==> src/sv/binary_min_heap_queue_core_assert.svh <==
// ----------------------------------------------------------------------------
// binary_min_heap_queue_core_assert.svh
// Assertion macros for the min-heap queue core; empty when SYNTH is set.
// ----------------------------------------------------------------------------
`ifndef BINARY_MIN_HEAP_QUEUE_CORE_ASSERT_SVH
`define BINARY_MIN_HEAP_QUEUE_CORE_ASSERT_SVH

`ifndef SYNTH
// lbl: label, clk: clock, rstn: active-low reset, prop: property expression
`define BMHQ_ASSERT(lbl, clk, rstn, prop) \
	lbl: assert property (@(posedge clk) disable iff (!rstn) prop) \
		else $error("bmhq: assertion failed");
// cond must never hold at a clock edge
`define BMHQ_NEVER(lbl, clk, rstn, cond) \
	lbl: assert property (@(posedge clk) disable iff (!rstn) !(cond)) \
		else $error("bmhq: forbidden condition seen");
`else
`define BMHQ_ASSERT(lbl, clk, rstn, prop)
`define BMHQ_NEVER(lbl, clk, rstn, cond)
`endif

`endif

==> src/sv/bmhq_pkg.sv <==
// ----------------------------------------------------------------------------
// bmhq_pkg
// Shared constants, codes and the result record of the min-heap queue.
// ----------------------------------------------------------------------------
package bmhq_pkg;

	localparam int HEAP_DEPTH_DEF = 16;
	localparam int KEY_W          = 32;
	localparam int CNT_OUT_W      = 5;
	localparam int STAT_W         = 2;

	// command codes (carried in tuser)
	localparam logic CMD_INSERT = 1'b0;
	localparam logic CMD_REMOVE = 1'b1;

	// status codes
	localparam logic [STAT_W-1:0] ST_OK    = 2'd0;
	localparam logic [STAT_W-1:0] ST_FULL  = 2'd1;
	localparam logic [STAT_W-1:0] ST_EMPTY = 2'd2;

	typedef struct packed {
		logic signed [KEY_W-1:0] min_key;
		logic                    is_empty;
		logic [CNT_OUT_W-1:0]    entry_count;
		logic [STAT_W-1:0]       status;
	} res_t;

endpackage

==> src/sv/bmhq_store.sv <==
// ----------------------------------------------------------------------------
// bmhq_store
// Heap key storage: one write port, one read port, registered read data.
// ----------------------------------------------------------------------------
module bmhq_store
	import bmhq_pkg::*;
#(
	parameter int  HEAP_DEPTH = HEAP_DEPTH_DEF,
	localparam int AW         = $clog2(HEAP_DEPTH)
) (
	input  logic                    clk,
	input  logic                    rd_en,
	input  logic [AW-1:0]           rd_addr,
	output logic signed [KEY_W-1:0] rd_data,
	input  logic                    wr_en,
	input  logic [AW-1:0]           wr_addr,
	input  logic signed [KEY_W-1:0] wr_data
);

	logic signed [KEY_W-1:0] mem [HEAP_DEPTH];
	logic signed [KEY_W-1:0] rd_data_q;

	always_ff @(posedge clk) begin
		if (wr_en) begin
			mem[wr_addr] <= wr_data;
		end
		if (rd_en) begin
			rd_data_q <= mem[rd_addr];
		end
	end

	assign rd_data = rd_data_q;

endmodule

==> src/sv/bmhq_seq.sv <==
// ----------------------------------------------------------------------------
// bmhq_seq
// Sequencer: insert with sift-up, remove-min with sift-down, one memory
// access pair per cycle; the moving key stays in a register (hole method).
// ----------------------------------------------------------------------------
module bmhq_seq
	import bmhq_pkg::*;
#(
	parameter int  HEAP_DEPTH = HEAP_DEPTH_DEF,
	localparam int AW         = $clog2(HEAP_DEPTH),
	localparam int CW         = $clog2(HEAP_DEPTH + 1),
	localparam int XW         = CW + 1
) (
	input  logic                    clk,
	input  logic                    arst_n,
	input  logic                    start,
	input  logic                    cmd,
	input  logic signed [KEY_W-1:0] key_in,
	output logic                    idle,
	output logic                    res_valid,
	input  logic                    res_ready,
	output res_t                    res,
	output logic                    rd_en,
	output logic [AW-1:0]           rd_addr,
	input  logic signed [KEY_W-1:0] rd_data,
	output logic                    wr_en,
	output logic [AW-1:0]           wr_addr,
	output logic signed [KEY_W-1:0] wr_data
);

	localparam logic [2:0] S_IDLE = 3'd0;
	localparam logic [2:0] S_UP   = 3'd1;
	localparam logic [2:0] S_LAST = 3'd2;
	localparam logic [2:0] S_DN_L = 3'd3;
	localparam logic [2:0] S_DN_R = 3'd4;
	localparam logic [2:0] S_WR   = 3'd5;
	localparam logic [2:0] S_OUT  = 3'd6;

	logic [2:0]              state_q, state_d;
	logic [CW-1:0]           cnt_q, cnt_d;
	logic [AW-1:0]           pos_q, pos_d;
	logic signed [KEY_W-1:0] key_q, key_d;
	logic signed [KEY_W-1:0] lval_q, lval_d;
	logic signed [KEY_W-1:0] root_q, root_d;
	logic [STAT_W-1:0]       stat_q, stat_d;

	logic [AW-1:0]           par_idx;
	logic [XW-1:0]           l_idx, r_idx, nl_idx;
	logic signed [KEY_W-1:0] lval_src, lbest;
	logic                    left_lt, right_lt, pick_r, pick_l;
	logic [AW-1:0]           mv_idx;
	logic signed [KEY_W-1:0] mv_val;

	// sift-down child selection; strict compares keep equal keys in place
	assign par_idx  = AW'((pos_q - 1'b1) >> 1);
	assign l_idx    = XW'({pos_q, 1'b1});
	assign r_idx    = l_idx + 1'b1;
	assign lval_src = (state_q == S_DN_L) ? rd_data : lval_q;
	assign left_lt  = lval_src < key_q;
	assign lbest    = left_lt ? lval_q : key_q;
	assign right_lt = rd_data < lbest;
	assign pick_r   = (state_q == S_DN_R) && right_lt;
	assign pick_l   = !pick_r && left_lt;
	assign mv_idx   = pick_r ? AW'(r_idx) : AW'(l_idx);
	assign mv_val   = pick_r ? rd_data : lval_src;
	assign nl_idx   = XW'({mv_idx, 1'b1});

	always_comb begin
		state_d = state_q;
		cnt_d   = cnt_q;
		pos_d   = pos_q;
		key_d   = key_q;
		lval_d  = lval_q;
		stat_d  = stat_q;
		rd_en   = 1'b0;
		rd_addr = '0;
		wr_en   = 1'b0;
		wr_addr = pos_q;
		wr_data = key_q;
		unique case (state_q)
			S_IDLE: begin
				if (start) begin
					stat_d = ST_OK;
					if (cmd == CMD_INSERT) begin
						if (cnt_q == CW'(HEAP_DEPTH)) begin
							stat_d  = ST_FULL;
							state_d = S_OUT;
						end else begin
							key_d = key_in;
							cnt_d = cnt_q + 1'b1;
							pos_d = AW'(cnt_q);
							if (cnt_q == '0) begin
								wr_en   = 1'b1;
								wr_addr = '0;
								wr_data = key_in;
								state_d = S_OUT;
							end else begin
								rd_en   = 1'b1;
								rd_addr = AW'((cnt_q - 1'b1) >> 1);
								state_d = S_UP;
							end
						end
					end else begin
						if (cnt_q == '0) begin
							stat_d  = ST_EMPTY;
							state_d = S_OUT;
						end else begin
							cnt_d = cnt_q - 1'b1;
							if (cnt_q == CW'(1)) begin
								state_d = S_OUT;
							end else begin
								rd_en   = 1'b1;
								rd_addr = AW'(cnt_q - 1'b1);
								state_d = S_LAST;
							end
						end
					end
				end
			end
			S_UP: begin
				if (rd_data > key_q) begin
					wr_en   = 1'b1;
					wr_data = rd_data;
					pos_d   = par_idx;
					if (par_idx == '0) begin
						state_d = S_WR;
					end else begin
						rd_en   = 1'b1;
						rd_addr = AW'((par_idx - 1'b1) >> 1);
					end
				end else begin
					wr_en   = 1'b1;
					state_d = S_OUT;
				end
			end
			S_LAST: begin
				key_d = rd_data;
				pos_d = '0;
				if (cnt_q > CW'(1)) begin
					rd_en   = 1'b1;
					rd_addr = AW'(1);
					state_d = S_DN_L;
				end else begin
					wr_en   = 1'b1;
					wr_addr = '0;
					wr_data = rd_data;
					state_d = S_OUT;
				end
			end
			S_DN_L, S_DN_R: begin
				if (state_q == S_DN_L) begin
					lval_d = rd_data;
				end
				if (state_q == S_DN_L && r_idx < XW'(cnt_q)) begin
					rd_en   = 1'b1;
					rd_addr = AW'(r_idx);
					state_d = S_DN_R;
				end else if (pick_r || pick_l) begin
					wr_en   = 1'b1;
					wr_data = mv_val;
					pos_d   = mv_idx;
					if (nl_idx < XW'(cnt_q)) begin
						rd_en   = 1'b1;
						rd_addr = AW'(nl_idx);
						state_d = S_DN_L;
					end else begin
						state_d = S_WR;
					end
				end else begin
					wr_en   = 1'b1;
					state_d = S_OUT;
				end
			end
			S_WR: begin
				wr_en   = 1'b1;
				state_d = S_OUT;
			end
			S_OUT: begin
				if (res_ready) begin
					state_d = S_IDLE;
				end
			end
			default: begin
				state_d = S_IDLE;
			end
		endcase
	end

	// shadow of entry zero, so the minimum needs no extra read
	assign root_d = (wr_en && wr_addr == '0) ? wr_data : root_q;

	always_ff @(posedge clk or negedge arst_n) begin
		if (!arst_n) begin
			state_q <= S_IDLE;
			cnt_q   <= '0;
		end else begin
			state_q <= state_d;
			cnt_q   <= cnt_d;
		end
	end

	always_ff @(posedge clk) begin
		pos_q  <= pos_d;
		key_q  <= key_d;
		lval_q <= lval_d;
		root_q <= root_d;
		stat_q <= stat_d;
	end

	assign idle            = state_q == S_IDLE;
	assign res_valid       = state_q == S_OUT;
	assign res.min_key     = (cnt_q == '0) ? '0 : root_q;
	assign res.is_empty    = cnt_q == '0;
	assign res.entry_count = CNT_OUT_W'(cnt_q);
	assign res.status      = stat_q;

endmodule

==> src/sv/binary_min_heap_queue_core.sv <==
// ----------------------------------------------------------------------------
// binary_min_heap_queue_core
// Insert sifts the new key up L levels (at most log2(HEAP_DEPTH)); remove-min
//   moves the last key to the root and sifts it down L levels; a refused item,
//   an empty-heap insert or removing the only key goes straight to the result.
// Each item runs to completion: the next item is taken only once its
//   predecessor's result has passed to the output register.
// Rate is set by the key memory's single read port: sift-up takes one read per
//   level, sift-down two reads (left, right child) per level.
// Reset clears the count and control; stored keys need no clearing.
// ----------------------------------------------------------------------------
`include "binary_min_heap_queue_core_assert.svh"

module binary_min_heap_queue_core
	import bmhq_pkg::*;
#(
	parameter int  HEAP_DEPTH = HEAP_DEPTH_DEF,
	localparam int AW         = $clog2(HEAP_DEPTH),
	localparam int OUT_W      = KEY_W + 1 + CNT_OUT_W + STAT_W
) (
	input  logic             clk,
	input  logic             arst_n,
	input  logic             s_axis_tvalid,
	output logic             s_axis_tready,
	input  logic [KEY_W-1:0] s_axis_tdata,   // [31:0] key_in
	input  logic             s_axis_tuser,   // [0] cmd: 0 insert, 1 remove-min
	output logic             m_axis_tvalid,
	input  logic             m_axis_tready,
	output logic [OUT_W-1:0] m_axis_tdata    // [31:0] min_key, [32] is_empty,
	                                         // [37:33] entry_count, [39:38] status
);

	logic                    in_fire;
	logic                    seq_idle;
	logic                    res_valid, res_ready, res_fire;
	res_t                    res;
	logic                    rd_en, wr_en;
	logic [AW-1:0]           rd_addr, wr_addr;
	logic signed [KEY_W-1:0] rd_data, wr_data;
	logic                    out_valid_q;
	logic [OUT_W-1:0]        out_data_q;

	// take a new item whenever the sequencer is idle, even with a result
	// still parked in the output register
	assign s_axis_tready = seq_idle;
	assign in_fire       = s_axis_tvalid && s_axis_tready;

	// sequencer: count, hole position, moving key and root shadow
	bmhq_seq #(
		.HEAP_DEPTH(HEAP_DEPTH)
	) u_seq (
		.clk      (clk),
		.arst_n   (arst_n),
		.start    (in_fire),
		.cmd      (s_axis_tuser),
		.key_in   ($signed(s_axis_tdata)),
		.idle     (seq_idle),
		.res_valid(res_valid),
		.res_ready(res_ready),
		.res      (res),
		.rd_en    (rd_en),
		.rd_addr  (rd_addr),
		.rd_data  (rd_data),
		.wr_en    (wr_en),
		.wr_addr  (wr_addr),
		.wr_data  (wr_data)
	);

	// heap key memory; sift reads and writes never hit the same entry
	// in one cycle, so no forwarding is needed
	bmhq_store #(
		.HEAP_DEPTH(HEAP_DEPTH)
	) u_store (
		.clk    (clk),
		.rd_en  (rd_en),
		.rd_addr(rd_addr),
		.rd_data(rd_data),
		.wr_en  (wr_en),
		.wr_addr(wr_addr),
		.wr_data(wr_data)
	);

	// output register: hand over a result when the slot is free or draining
	assign res_ready = !out_valid_q || m_axis_tready;
	assign res_fire  = res_valid && res_ready;

	always_ff @(posedge clk or negedge arst_n) begin
		if (!arst_n) begin
			out_valid_q <= 1'b0;
		end else if (res_fire) begin
			out_valid_q <= 1'b1;
		end else if (m_axis_tready) begin
			out_valid_q <= 1'b0;
		end
	end

	// pack fields lowest first: min_key, is_empty, entry_count, status
	always_ff @(posedge clk) begin
		if (res_fire) begin
			out_data_q <= {res.status, res.entry_count, res.is_empty, res.min_key};
		end
	end

	assign m_axis_tvalid = out_valid_q;
	assign m_axis_tdata  = out_data_q;

	// a result is only handed over while the sequencer is busy, never with a new item
	`BMHQ_NEVER(a_no_accept_with_result, clk, arst_n, in_fire && res_fire)
	// a refused insert reports a full heap
	`BMHQ_ASSERT(a_full_count, clk, arst_n, res_fire && res.status == ST_FULL |-> res.entry_count == CNT_OUT_W'(HEAP_DEPTH) && !res.is_empty)
	// a refused remove reports an empty heap with a zero minimum
	`BMHQ_ASSERT(a_empty_flag, clk, arst_n, res_fire && res.status == ST_EMPTY |-> res.is_empty && res.min_key == '0)

endmodule

==> config.mk <==
export PLATFORM = sky130hd
export DESIGN_NAME = binary_min_heap_queue_core
export DESIGN_NICKNAME = d
export VERILOG_FILES = /design/src/sv/bmhq_pkg.sv /design/src/sv/bmhq_store.sv /design/src/sv/bmhq_seq.sv /design/src/sv/binary_min_heap_queue_core.sv
export VERILOG_INCLUDE_DIRS = /design/src /design/src/sv
export SDC_FILE = /design/constraint.sdc
export NUM_CORES = 1
export LEC_CHECK = 0
export ABC_AREA = 1
export BUFFER_PORTS_ARGS = -buffer_cell sky130_fd_sc_hd__buf_2
export CAP_MARGIN = 20
export CORE_ASPECT_RATIO = 1.25
export CORE_UTILIZATION = 50
export CTS_CLUSTER_DIAMETER = 40
export CTS_CLUSTER_SIZE = 40
export DETAILED_ROUTE_END_ITERATION = 10
export PLACE_DENSITY = 0.7
export SLEW_MARGIN = 10
export SYNTH_ARGS = -nofsm -noshare
export SYNTH_HDL_FRONTEND = slang
export SYNTH_SLANG_ARGS = --single-unit
==> constraint.sdc <==
create_clock -name clk -period 12.3 [get_ports clk]
set_input_delay 1.23 -clock clk [delete_from_list [all_inputs] [get_ports clk]]
set_output_delay 1.23 -clock clk [all_outputs]
set_load 0.01 [all_outputs]
==> results.json <==
{
  "cts_tree": "yes",
  "syn_area_per_cell_um2": 9.62,
  "cp_num_buf_inv": 8,
  "synthArstFlopShare_pct": 1.36,
  "finClkSkew_ps": 36.3,
  "crit_top_cell": "nand2_1",
  "fill_cells": 5578,
  "antenna_found_initial": 0,
  "holdPathEnd": "m_axis_tdata[39]",
  "core_area_um2": 65800,
  "drive_gt1_share_pct": 9.12,
  "outcome": "finished, final reports clean",
  "synth.area.mux_share_pct": 0,
  "yosys_warnings": 0,
  "drc_errors": 0,
  "hold_depth": 0,
  "synth.cell_area_um2": 33300,
  "syn_inst": 3467,
  "post_drt_wl_per_cell_um": 21.7,
  "num_antenna_cells": 0,
  "cp_data_required_time_ps": 12670,
  "hold_buffers": 0,
  "place_ws_ps": 3040,
  "grt_pass1_wl_um": 144000,
  "hpwl_um": 55100,
  "cp_max_fo": 95,
  "clk_pin_slew_ps": 70,
  "final_util_pct": 56.4,
  "synthDistinctLibCells": 45,
  "synth-xor-area-share_pct": 0.289,
  "max_slew_margin_pct": 13.7,
  "area_delta_synth_final_pct": 11.4,
  "end_kind": "flop",
  "yosysMostFrequentCell": "nand2_1",
  "r2r_cells": 38,
  "layout_setup_ws_ps": 2760,
  "synth_top_area_cell": "edfxtp_1",
  "clock-sinks": 663,
  "critPathMaxStageDelay_ps": 620,
  "cts_htree_levels": 3,
  "clock_path_buffers": 3,
  "grt_overflow": 0,
  "grt_max_degree": 104,
  "hold_path_class": "reg2reg",
  "drv_cap": 0,
  "io_buffers": 78,
  "maxSlewViolCount": 0,
  "hp-start": "u_seq.stat_q[1]",
  "rsz0062_at_grt": "false",
  "r2r_start": "u_seq.state_q[2]",
  "vias_per_cell": 5.82,
  "dieArea_um2": 67700,
  "yosysTopAreaCellShare_pct": 58.9,
  "synth_common_cells": "nand2_1, edfxtp_1, nand3_1",
  "drt_iter0_markers": 2759,
  "synthTopCellsByArea": "edfxtp_1, nand2_1, nand3_1",
  "worstPathArrival_ps": 9920,
  "synth_edf_count": 654,
  "worst_pin_slew_ps": 1290,
  "post-route-min-period_ps": 9540,
  "grt_pass1_vias": 24300,
  "detail-route-antenna-nets": 0,
  "routabilityCongestion": 0.917,
  "cts_root_buf": "clkbuf_16",
  "r2r_slack_ps": 2760,
  "syn_nets": 3612,
  "synthSimpleGateAreaFrac_pct": 22.9,
  "hold_violations": 0,
  "multi_input_area_um2": 11600,
  "crit_type": "reg2reg",
  "cp_slowest_cell": "nand2_8",
  "io_pins": 79,
  "die_w_um": 233,
  "clk_latency_ps": 630,
  "start_util_pct": 50.7,
  "nets": 3643,
  "fin_crit_sh_pct": 77.6,
  "seq_area_frac_synth_pct": 59.6,
  "synth_top_family_by_area": "simple AND/OR/NAND/NOR gates",
  "track_usage_pct": 28.2,
  "routed_wl_um": 95600,
  "clock.fmax_mhz": 105,
  "r2r_end": "u_store.rd_data[18]",
  "firstDrtPassIters": 5,
  "synth-main-ff-cell": "edfxtp_1",
  "cts_setup_buffers": 0,
  "start_kind": "flop",
  "synthAdderAreaFrac_pct": 4.05,
  "synth_compound_area_share_pct": 7.01,
  "num_rows": 105,
  "setup_viol_count_final": 0,
  "cts_buffers": 70,
  "vias": 25700,
  "setup_tns_ps": 0,
  "crit_family": "simple AND/OR/NAND/NOR gates",
  "ctsResizeCount": 0,
  "synth_seq_cells": 663,
  "fp.dieH_um": 291,
  "regArea_um2": 19900
}
[area by class of cell]
class	count	area share [%]
Clock inverter	48	1.58
Sequential cell	663	53.5
Inverter	283	2.89
Multi-Input combinational cell	2320	31.3
Timing Repair Buffer	160	2.81
Tap cell	856	2.88
Clock buffer	79	5.04
[stage by stage]
stage | hold WS (ps) | area, µm² | std cells
3_3_place_gp | 404 | 34700 | 4281
5_1_grt | 428 | 37100 | 4409
3_5_place_dp | 405 | 34700 | 4281
4_1_cts | 419 | 37100 | 4408
2_1_floorplan | 400 | 33300 | 3467
6_report | 419 | 37100 | 4409
[state kept, by name (all words and copies together), names as in the netlist]
signal,count
u_seq.stat_q,2
u_store.mem,497
u_seq.lval_q,32
u_seq.state_q,3
u_seq.pos_q,4
m_axis_tvalid,1
u_seq.cnt_q,5
u_seq.root_q,15
m_axis_tdata,40
u_seq.key_q,32
u_store.rd_data,32
[per-layer routing]
layer	up-vias	routed length (µm)	GRT usage, %
met1	12300	37000	36.6
met3	235	8350	4.32
met5	-	0	0
li1	11900	-	-
met2	1243	46300	46.6
met4	0	3980	12.6
[placed cells by master, fill, tap and decap left out, drive strengths merged, types with 55 or more instances in the layout]
cell type | netlist | final
nand3 | 413 | 413
edfxtp | 654 | 654
nand2 | 1218 | 1218
nand3b | 55 | 55
a21oi | 76 | 76
o211ai | 83 | 83
inv | 281 | 303
o21ai | 149 | 149
clkbuf | 77 | 79
nor2 | 103 | 103
buf | 124 | 160
ha | 108 | 108
[worst max path at each step]
stage	endpoint	slack, ps	start	depth (start not counted)
final	u_store.rd_data[18]	2760	u_seq.state_q[2]	38
after global routing	u_store.rd_data[3]	2160	u_seq.state_q[2]	41
after CTS	u_store.rd_data[18]	2960	u_seq.state_q[2]	38
after detailed placement	u_store.rd_data[26]	3040	u_seq.state_q[2]	38
after global placement	u_store.rd_data[26]	3180	u_seq.state_q[1]	40
after floorplan	u_store.rd_data[0]	5680	u_seq.state_q[2]	36
[worst reg2reg max path: cells and delay by family, from the launching register on]
family,cells,cell delay (ps)
DFF,1,450
AOI/OAI and AO/OA,8,1700
adders and majority gates,3,960
buffers and inverters,8,2460
and+or+nand+nor,19,3750
[kinds of logic after synthesis]
family,after synthesis
DFF,663
adders and majority gates,108
and+or+nand+nor,1820
AOI/OAI and AO/OA,381
buffers and inverters,484
xor gates and xnor gates,11
Power is not shown: default switching activity piles up to over one toggle a cycle in this logic, so the estimate is an artifact.
